--- config.mk ---
export PLATFORM = sky130hd
export DESIGN_NAME = trial_division_prime_test_core
export DESIGN_NICKNAME = d
export VERILOG_FILES = /design/src/tdpt_pkg.sv /design/src/tdpt_ctrl.sv /design/src/tdpt_dp.sv /design/src/trial_division_prime_test_core.sv
export SDC_FILE = /design/constraint.sdc
export NUM_CORES = 1
export LEC_CHECK = 0
export ABC_AREA = 1
export BUFFER_PORTS_ARGS = -buffer_cell sky130_fd_sc_hd__buf_2
export CAP_MARGIN = 20
export CORE_ASPECT_RATIO = 0.6
export CORE_MARGIN = 2
export CORE_UTILIZATION = 26
export DETAILED_ROUTE_END_ITERATION = 8
export REMOVE_ABC_BUFFERS = 1
export SETUP_SLACK_MARGIN = 0.5
export SLEW_MARGIN = 40
export SYNTH_ARGS = -nofsm -noshare
export SYNTH_HDL_FRONTEND = slang
export SYNTH_SLANG_ARGS = --single-unit
export TNS_END_PERCENT = 20
--- constraint.sdc ---
create_clock -name i_clk -period 4.85 [get_ports i_clk]
set_clock_uncertainty 0.05 [all_clocks]
set_input_delay 1.2125 -clock i_clk [delete_from_list [all_inputs] [get_ports i_clk]]
set_output_delay 1.2125 -clock i_clk [all_outputs]
set_load 0.1 [all_outputs]
--- src/tdpt_pkg.sv ---
// Package: types and constants of the trial division prime test.
`timescale 1ns / 1ps

package tdpt_pkg;

    // First trial divisor of every test.
    localparam int FIRST_DIVISOR = 2;

    // Controller states.
    typedef enum logic [2:0] {
        S_IDLE,
        S_SCREEN,
        S_START,
        S_DIV,
        S_EVAL,
        S_FINISH
    } t_state;

    // Commands from the controller to the datapath.
    typedef struct packed {
        logic load;        // capture the request value, reset divisor
        logic div_start;   // begin one division of value by divisor
        logic div_step;    // one restoring division step
        logic next_div;    // advance to the next divisor
    } t_dp_cmd;

    // Status from the datapath to the controller.
    typedef struct packed {
        logic below_two;   // value negative, zero or one
        logic last_step;   // current step is the final division step
        logic quot_lt_div; // quotient below divisor: divisor squared exceeds value
        logic rem_zero;    // remainder is zero
    } t_dp_status;

endpackage

--- src/tdpt_ctrl.sv ---
// Controller: sequences screening, divisions and result hand-off.
`timescale 1ns / 1ps

module tdpt_ctrl
    import tdpt_pkg::*;
(
    input  logic       i_clk,
    input  logic       i_rst_n,
    input  logic       i_s_tvalid,
    output logic       o_s_tready,
    output logic       o_m_tvalid,
    input  logic       i_m_tready,
    output logic       o_is_prime,
    output t_dp_cmd    o_cmd,
    input  t_dp_status i_status
);

    t_state r_state, n_state;
    logic   r_result, n_result;
    logic   r_out_valid, n_out_valid;
    logic   r_out_prime, n_out_prime;

    // State and control registers
    always_ff @(posedge i_clk) begin
        if (!i_rst_n) begin
            r_state     <= S_IDLE;
            r_result    <= 1'b0;
            r_out_valid <= 1'b0;
        end else begin
            r_state     <= n_state;
            r_result    <= n_result;
            r_out_valid <= n_out_valid;
        end
    end

    // Output payload register
    always_ff @(posedge i_clk) begin
        r_out_prime <= n_out_prime;
    end

    // Next state and commands
    always_comb begin
        n_state     = r_state;
        n_result    = r_result;
        n_out_prime = r_out_prime;
        n_out_valid = r_out_valid;
        o_cmd       = '0;
        o_s_tready  = 1'b0;

        // result taken by the receiver
        if (r_out_valid && i_m_tready) begin
            n_out_valid = 1'b0;
        end

        unique case (r_state)
            S_IDLE: begin
                o_s_tready = 1'b1;
                if (i_s_tvalid) begin
                    o_cmd.load = 1'b1;
                    n_state    = S_SCREEN;
                end
            end
            S_SCREEN: begin
                if (i_status.below_two) begin
                    n_result = 1'b0;
                    n_state  = S_FINISH;
                end else begin
                    n_state = S_START;
                end
            end
            S_START: begin
                o_cmd.div_start = 1'b1;
                n_state         = S_DIV;
            end
            S_DIV: begin
                o_cmd.div_step = 1'b1;
                if (i_status.last_step) begin
                    n_state = S_EVAL;
                end
            end
            S_EVAL: begin
                priority if (i_status.quot_lt_div) begin
                    n_result = 1'b1;
                    n_state  = S_FINISH;
                end else if (i_status.rem_zero) begin
                    n_result = 1'b0;
                    n_state  = S_FINISH;
                end else begin
                    o_cmd.next_div = 1'b1;
                    n_state        = S_START;
                end
            end
            S_FINISH: begin
                // wait for the output register to free up
                if (!r_out_valid || i_m_tready) begin
                    n_out_valid = 1'b1;
                    n_out_prime = r_result;
                    n_state     = S_IDLE;
                end
            end
            default: n_state = S_IDLE;
        endcase
    end

    assign o_m_tvalid = r_out_valid;
    assign o_is_prime = r_out_prime;

endmodule

--- src/tdpt_dp.sv ---
// Datapath: value, divisor and a bit-serial restoring divider.
`timescale 1ns / 1ps

module tdpt_dp
    import tdpt_pkg::*;
#(
    parameter int WIDTH = 32
) (
    input  logic             i_clk,
    input  logic [WIDTH-1:0] i_value,
    input  t_dp_cmd          i_cmd,
    output t_dp_status       o_status
);

    localparam int CW = $clog2(WIDTH);

    logic [WIDTH-1:0] r_value;
    logic [WIDTH-1:0] r_divisor;
    logic [WIDTH-1:0] r_rem;
    logic [WIDTH-1:0] r_quot;
    logic [CW-1:0]    r_count;

    logic [WIDTH-1:0] shift_rem;
    logic [WIDTH:0]   diff;

    // One restoring step: shift in the next dividend bit, subtract if it fits
    always_comb begin
        shift_rem = {r_rem[WIDTH-2:0], r_quot[WIDTH-1]};
        diff      = {1'b0, shift_rem} - {1'b0, r_divisor};
    end

    // Working registers
    always_ff @(posedge i_clk) begin
        if (i_cmd.load) begin
            r_value   <= i_value;
            r_divisor <= WIDTH'(FIRST_DIVISOR);
        end
        if (i_cmd.next_div) begin
            r_divisor <= r_divisor + WIDTH'(1);
        end
        if (i_cmd.div_start) begin
            r_quot  <= r_value;
            r_rem   <= '0;
            r_count <= '0;
        end else if (i_cmd.div_step) begin
            r_count <= r_count + CW'(1);
            if (!diff[WIDTH]) begin
                r_rem  <= diff[WIDTH-1:0];
                r_quot <= {r_quot[WIDTH-2:0], 1'b1};
            end else begin
                r_rem  <= shift_rem;
                r_quot <= {r_quot[WIDTH-2:0], 1'b0};
            end
        end
    end

    // Status back to the controller
    always_comb begin
        o_status.below_two   = r_value[WIDTH-1] || (r_value < WIDTH'(FIRST_DIVISOR));
        o_status.last_step   = (r_count == CW'(WIDTH - 1));
        o_status.quot_lt_div = (r_quot < r_divisor);
        o_status.rem_zero    = (r_rem == '0);
    end

endmodule

--- src/trial_division_prime_test_core.sv ---
// Top level: trial division primality test with stream channels.
`timescale 1ns / 1ps
// Usage:
//   Input channel i_s_*: one request per signed value (two's complement, WIDTH bits).
//   Output channel o_m_*: one result per request, bit 0 of tdata is 1 for a prime.
//   Requests are handled one at a time; o_s_tready is high only while idle.
// Sequence:
//   Negative values, zero and one: screened out, no division is run.
//   Otherwise each trial divisor runs a start state, WIDTH steps of the
//   bit-serial divider and an evaluate state. For WIDTH=32 the worst case,
//   a prime near 2^31, runs about 46340 divisors. All divisions share the
//   one restoring divider.
// Stalls:
//   A finished result waits in the output register; the next request is
//   accepted and worked on meanwhile, and its result waits for the slot.
// Reset:
//   i_rst_n (synchronous, active low) returns to idle and drops o_m_tvalid.

module trial_division_prime_test_core
    import tdpt_pkg::*;
#(
    parameter int WIDTH = 32
) (
    input  logic                            i_clk,
    input  logic                            i_rst_n,
    input  logic                            i_s_tvalid,
    output logic                            o_s_tready,
    input  logic [((WIDTH + 7) / 8)*8-1:0]  i_s_tdata,   // [WIDTH-1:0] value
    output logic                            o_m_tvalid,
    input  logic                            i_m_tready,
    output logic [7:0]                      o_m_tdata    // [0] is_prime
);

    t_dp_cmd    cmd;
    t_dp_status status;
    logic       is_prime;

    tdpt_ctrl u_ctrl (
        .i_clk      (i_clk),
        .i_rst_n    (i_rst_n),
        .i_s_tvalid (i_s_tvalid),
        .o_s_tready (o_s_tready),
        .o_m_tvalid (o_m_tvalid),
        .i_m_tready (i_m_tready),
        .o_is_prime (is_prime),
        .o_cmd      (cmd),
        .i_status   (status)
    );

    tdpt_dp #(
        .WIDTH (WIDTH)
    ) u_dp (
        .i_clk    (i_clk),
        .i_value  (i_s_tdata[WIDTH-1:0]),
        .i_cmd    (cmd),
        .o_status (status)
    );

    // Pad the result to a whole byte
    assign o_m_tdata = {7'b0, is_prime};

endmodule

== After elaboration in Yosys (flattened, before gate mapping) ==
Cells that the tools add are included.
Widths: inputs -> output; s select.
Word-level totals
  input port bits: 36
  word-level logic and storage cells: 65
  register bits after elaboration: 139
Operators by class
  multiplexer cells: 28
  add/subtract/negate cells: 3
  reduce and logical (&&, ||, !) cells: 12
  magnitude comparators: 2
  eq/ne operators: 11
Operators by type and width (number)
  $mux 32: 5
  $sub 32x32->33: 1
  $add 32x1->32 const B: 1
  $logic_not 32->1: 1
  $lt 32x2->1 const B: 1
  $lt 32x32->1: 1
  $mux 3: 6
  $pmux 3 s6: 1
  $mux 1: 15
  $eq 3x2->1 const B: 2
  $eq 3x3->1 const B: 2
  $ne 2x2->1 const B: 3
  $reduce_and 3->1: 2
  $reduce_bool 2->1: 3
  $add 5x1->5 const B: 1
  $eq 5x5->1 const B: 1
  $eq 3x1->1 const B: 1
  $logic_not 3->1: 1
  $ne 3x3->1 const B: 1
  $logic_or 1x1->1: 2
  $ne 2x1->1 const B: 1
  $pmux 1 s2: 1
  $reduce_and 2->1: 1
  $logic_and 1x1->1: 1
  $logic_not 1->1: 1

== Logic depth before layout (Yosys ltp) ==
  depth after elaboration: 5
  depth in mapped cells: 17
  mapped depth without buffers: 17

== Hierarchy ==
From an unflattened synthesis, not the netlist that was laid out.
Unflattened totals
  cell total of the unflattened synthesis: 1376
  area total of the unflattened synthesis: 9776.9 um2
Modules (own cells, without submodules)
  tdpt_dp: seq. area each 3623.5 um2, cells an instance 1313, instances 1, area each 9351.5 um2
  tdpt_ctrl: seq. area each 130.1 um2, cells an instance 54, instances 1, area each 361.6 um2
  trial_division_prime_test_core: seq. area each 0.0 um2, cells an instance 9, instances 1, area each 63.8 um2

== Worst setup path after synthesis ==
No wires, ideal clock.
  kind: register to register
  from: register u_ctrl.r_state[0]
  to: register u_dp.r_divisor[0] (enable)
  data arrival time: 4.324 ns
  period minus slack after synthesis: 4.840 ns
  library setup time: 0.466 ns
  path slack: 0.010 ns
  stages on the path, launching flop included: 6
  path through: dfxtp_1 nor2_1 inv_1 nor2_1 inv_1 o21ai_0
Between the ends
  longest elaborated chain between the ends: 3
  elaborated cells on any way between the ends: 5
  those cells by class: 1 x eq/ne; 2 x mux; 2 x reduce/logical
Ends and longest elaborated chain
  from (decl): RTL line tdpt_ctrl.sv:18  | t_state r_state, n_state;
  from (signal assigned): RTL line tdpt_ctrl.sv:30  | r_state <= n_state;
  $eq 3x3->1 or $logic_not 3->1 (tied branches): RTL line tdpt_ctrl.sv:55  | unique case (r_state)
  $mux 1: RTL line tdpt_ctrl.sv:55
  $reduce_bool 2->1 (no source line) *
  to (signal assigned): RTL line tdpt_dp.sv:36  | r_divisor <= WIDTH'(FIRST_DIVISOR);
  to (signal assigned): RTL line tdpt_dp.sv:39  | r_divisor <= r_divisor + WIDTH'(1);
  to (decl): RTL line tdpt_dp.sv:18  | logic [WIDTH-1:0] r_divisor;
Mark *: on every way between the ends. The rest lies on a longest branch, timed or not.
A chain may end at the register's enable or synchronous reset.

== Worst setup path in the final report ==
  from: register u_dp.r_divisor[0]
  to: register u_dp.r_rem[17]
Between the ends
  longest elaborated chain between the ends: 2
Ends and longest elaborated chain
  $sub 32x32->33: RTL line tdpt_dp.sv:29  | diff = {1'b0, shift_rem} - {1'b0, r_divisor};
  $mux 32: RTL line tdpt_dp.sv:47  | if (!diff[WIDTH]) begin
  to (signal assigned): RTL line tdpt_dp.sv:48  | r_rem <= diff[WIDTH-1:0];
  to (signal assigned): RTL line tdpt_dp.sv:51  | r_rem <= shift_rem;
  to (decl): RTL line tdpt_dp.sv:19  | logic [WIDTH-1:0] r_rem;
Every way passes these cells.

==> summary.md <==
| Metric | Value |
|---|---|
| Fmax | `318 MHz` |
| Synth async-reset ratio | `0%` |
| Post-CTS setup buffers | `0` |
| Fin Setup TNS | `0 ps` |
| CP arrival | `3420 ps` |
| Root Driver | `clkbuf_16` |
| WHS | `400 ps` |
| Top cell type's share of synthesized area | `31.7%` |
| TritonCTS Buffers | `17` |
| Setup crit end kind | `register` |
| Synthesized area per cell | `7.73 µm²` |
| Clock slew seen by the registers of the worst setup and hold paths | `60 ps` |
| Max_slew headroom | `49.7%` |
| Synth-to-layout area growth | `13.6%` |
| Final cycle utilization of the critical path | `64.8%` |
| PD cells | `623 nW/µm²` |
| Rows | `53` |
| Floorplan Core Area | `34900 µm²` |
| PostCTS Resize Cnt | `0` |
| Post-Synthesis Cells | `between 1000 and 1500` |
| Pre-antenna DRT Iters | `5` |
| Worst EP required | `5130 ps` |
| Initial drt markers | `774` |
| Largest net degree at the start of global routing | `52` |
| Synth warn | `0` |
| Run status | `finished clean` |
| # port buffers | `38` |
| Leakage power total | `roughly 4.6 nW` |
| Mapped Area | `approximately 9200 µm²` |
| Die Width | `247 µm` |
| Detailed-route via count | `7990` |
| Max-Cap Viols | `0` |
| Crit Path Class | `register to register` |
| Synth Flop Type | `edfxtp_1` |
| Worst skew pair latency | `440 ps` |
| Number of flops mapped to enable cells by yosys | `97` |
| Worst-path maximum fanout | `34` |
| Unrepaired setup endpoints after global routing | `no` |
| CTS hold repair buffers | `0` |
| First-pass GRT wire length | `~40 mm` |
| # diodes | `0` |
| Nets | `1326` |
| Critical path launch point type | `register` |
| Clock Tree Buf Depth | `2` |
| Final hold violations | `0` |
| Avg WL per Cell | `14.6 µm` |
| Tightest Hold Check Type | `register to register` |
| Final ANT Viol Nets | `0` |
| DP HPWL | `18.7 mm` |
| Die Ht | `150 µm` |
| Ports | `46` |
| Layout cells sized above 1 | `a little under 9%` |
| CTS tree | `built` |
| Yosys reg bits | `~140` |
| Seq/Total Area, Yosys | `roughly two fifths` |
| Synth area leaders | `edfxtp_1 32%, nand2_1 12%, dfxtp_1 9.2%` |
| Finish-stage setup viols | `0` |
| VDD IR-drop max | `443 µV` |
| Fin crit period | `3140 ps` |
| Overflow after GRT | `0` |
| Die area | `roughly 37000 µm²` |
| Fin. max-slew vios | `0` |
| Filler cells | `3773` |
| Initial Utilization | `26.3%` |
| Overall routed net length | `24.9 mm` |
| Vias/cell | `around 4.7` |
| Total GRT Usage | `14.1%` |
| Final Wtd Congestion | `a little under 1` |
| H-tree Lvls | `4` |
| Num Clock Sinks | `139` |
| Vias in the first global route | `7438` |
| Distinct cells, synth | `47` |
| Antenna violations before repair | `0` |
| Drt drc | `0` |
| Area leader, netlist | `edfxtp_1` |
| Slew at the pin closest to its max-slew limit | `749 ps` |
==> final timing paths <==
| path | from | end | slack [ps] | cells past startpoint |
|---|---|---|---|---|
| worst max-delay path | u_dp.r_divisor[0] | u_dp.r_rem[17] | 1710 | 12 |
| worst min-delay path | u_ctrl.r_result | u_ctrl.o_is_prime | 400 | 0 |
| worst max register to register | u_dp.r_divisor[0] | u_dp.r_rem[17] | 1710 | 12 |
| worst min register to register | u_ctrl.r_result | u_ctrl.o_is_prime | 400 | 0 |
==> where the power goes <==
group | switching [mW] | internal, mW | leakage, nW
sequential | 0.238 | 1.77 | 1.26
clock | 0.539 | 0.801 | 0.265
combinational | 2.20 | 0.950 | 3.11
==> synth_stat cells (3+ instances only) <==
| master | number |
|---|---|
| xnor2_1 | 11 |
| nor3_1 | 29 |
| buf_2 | 12 |
| o21ai_2 | 3 |
| a21oi_1 | 75 |
| edfxtp_1 | 97 |
| nand2_2 | 3 |
| nor2_2 | 4 |
| nor2_1 | 100 |
| nor3b_1 | 5 |
| nand3b_1 | 4 |
| nor4_1 | 5 |
| dfxtp_1 | 42 |
| nand3_2 | 4 |
| nand2_1 | 295 |
| nor3_2 | 4 |
| nand3_1 | 105 |
| buf_6 | 4 |
| inv_1 | 163 |
| nand4_1 | 15 |
| a21o_1 | 11 |
| nor2_4 | 3 |
| o21ai_0 | 55 |
| o21a_1 | 4 |
| buf_4 | 10 |
| or2_2 | 4 |
| xor2_1 | 10 |
| clkbuf_1 | 8 |
| ha_1 | 66 |
| o21ai_1 | 15 |
==> stage by stage <==
step / power (mW) / instances / setup slack (ps) / instance area [µm²] / util (%)
detailed placement: 5.10 / 1671 / 1780 / 9850 / 28.2
global placement: 5.05 / 1670 / 1890 / 9830 / 28.2
floorplan: 4.18 / 1159 / 10.3 / 8990 / -
finish: 6.50 / 1703 / 1710 / 10400 / 29.9
CTS: 6.47 / 1703 / 1760 / 10400 / 29.9
global route: 7.01 / 1703 / 1450 / 10400 / 29.9
==> kinds of logic (layout without fill, tap and decap cells) <==
kind of cell	after synthesis	in the layout	share of synthesized area, %
flip-flops	139	139	40.9
XOR/XNOR	21	21	2.00
buffers and inverters	199	242	9.04
adder cells (fa/ha/maj)	67	67	9.21
AO/OA/AOI/OAI	174	174	10.4
other	1	7	0.0408
AND/OR/NAND/NOR	586	586	28.4
==> critical path, cell delays in order (launching register included) <==
cell      delay [ps]
edfxtp_1         470
ha_1             250
fa_1             420
o21ai_2          220
a21oi_2          140
o21ai_4          230
nand2_2           90
nand2_2          100
nand2_4          270
nand2_4          440
nand3_1          150
nand3_1          100
nand2_1           60
==> flip-flops by register name, indices dropped and copies added (netlist names) <==
register	count
u_ctrl.r_state	3
u_dp.r_rem	32
u_dp.r_count	5
u_ctrl.o_m_tvalid	1
u_dp.r_quot	32
u_dp.r_value	32
u_ctrl.r_result	1
u_ctrl.o_is_prime	1
u_dp.r_divisor	32
==> routing by layer <==
layer,global-route usage (%),vias up,wire [µm]
met2,17.8,271,8650
met3,4.21,24,2300
met5,0,-,0
met4,4.16,0,315
li1,-,4005,-
met1,22.2,3690,13600
==> area by class of cell <==
type                       count  area (µm²)  share of cell area (%)
multi-input combinational    855        4640                    44.5
sequential                   139        3750                    36.0
inverter                     165         619                    5.94
tap                          467         584                    5.60
clock buffer                  19         433                    4.15
timing repair buffer          45         250                    2.40
clock inverter                13         151                    1.45
==> cell usage in the layout (no fill, tap or decap), drive strengths merged <==
master	n
nor4	5
inv	164
buf	45
o21ai	74
bufinv	3
a21o	11
clkinvlp	5
nand2	300
o21a	4
xor2	10
xnor2	11
clkbuf	19
or2	4
a21oi	77
nor3	33
a211oi	1
o221ai	1
nand4	15
a21boi	2
o31ai	1
nand3b	4
fa	1
nor2	107
and2	1
ha	66
a22oi	1
clkinv	6
dfxtp	42
nand3	109
o21bai	1
edfxtp	97
conb	7
nor3b	7
nor4b	1
a31oi	1
Power figures use the tool's default switching activity.
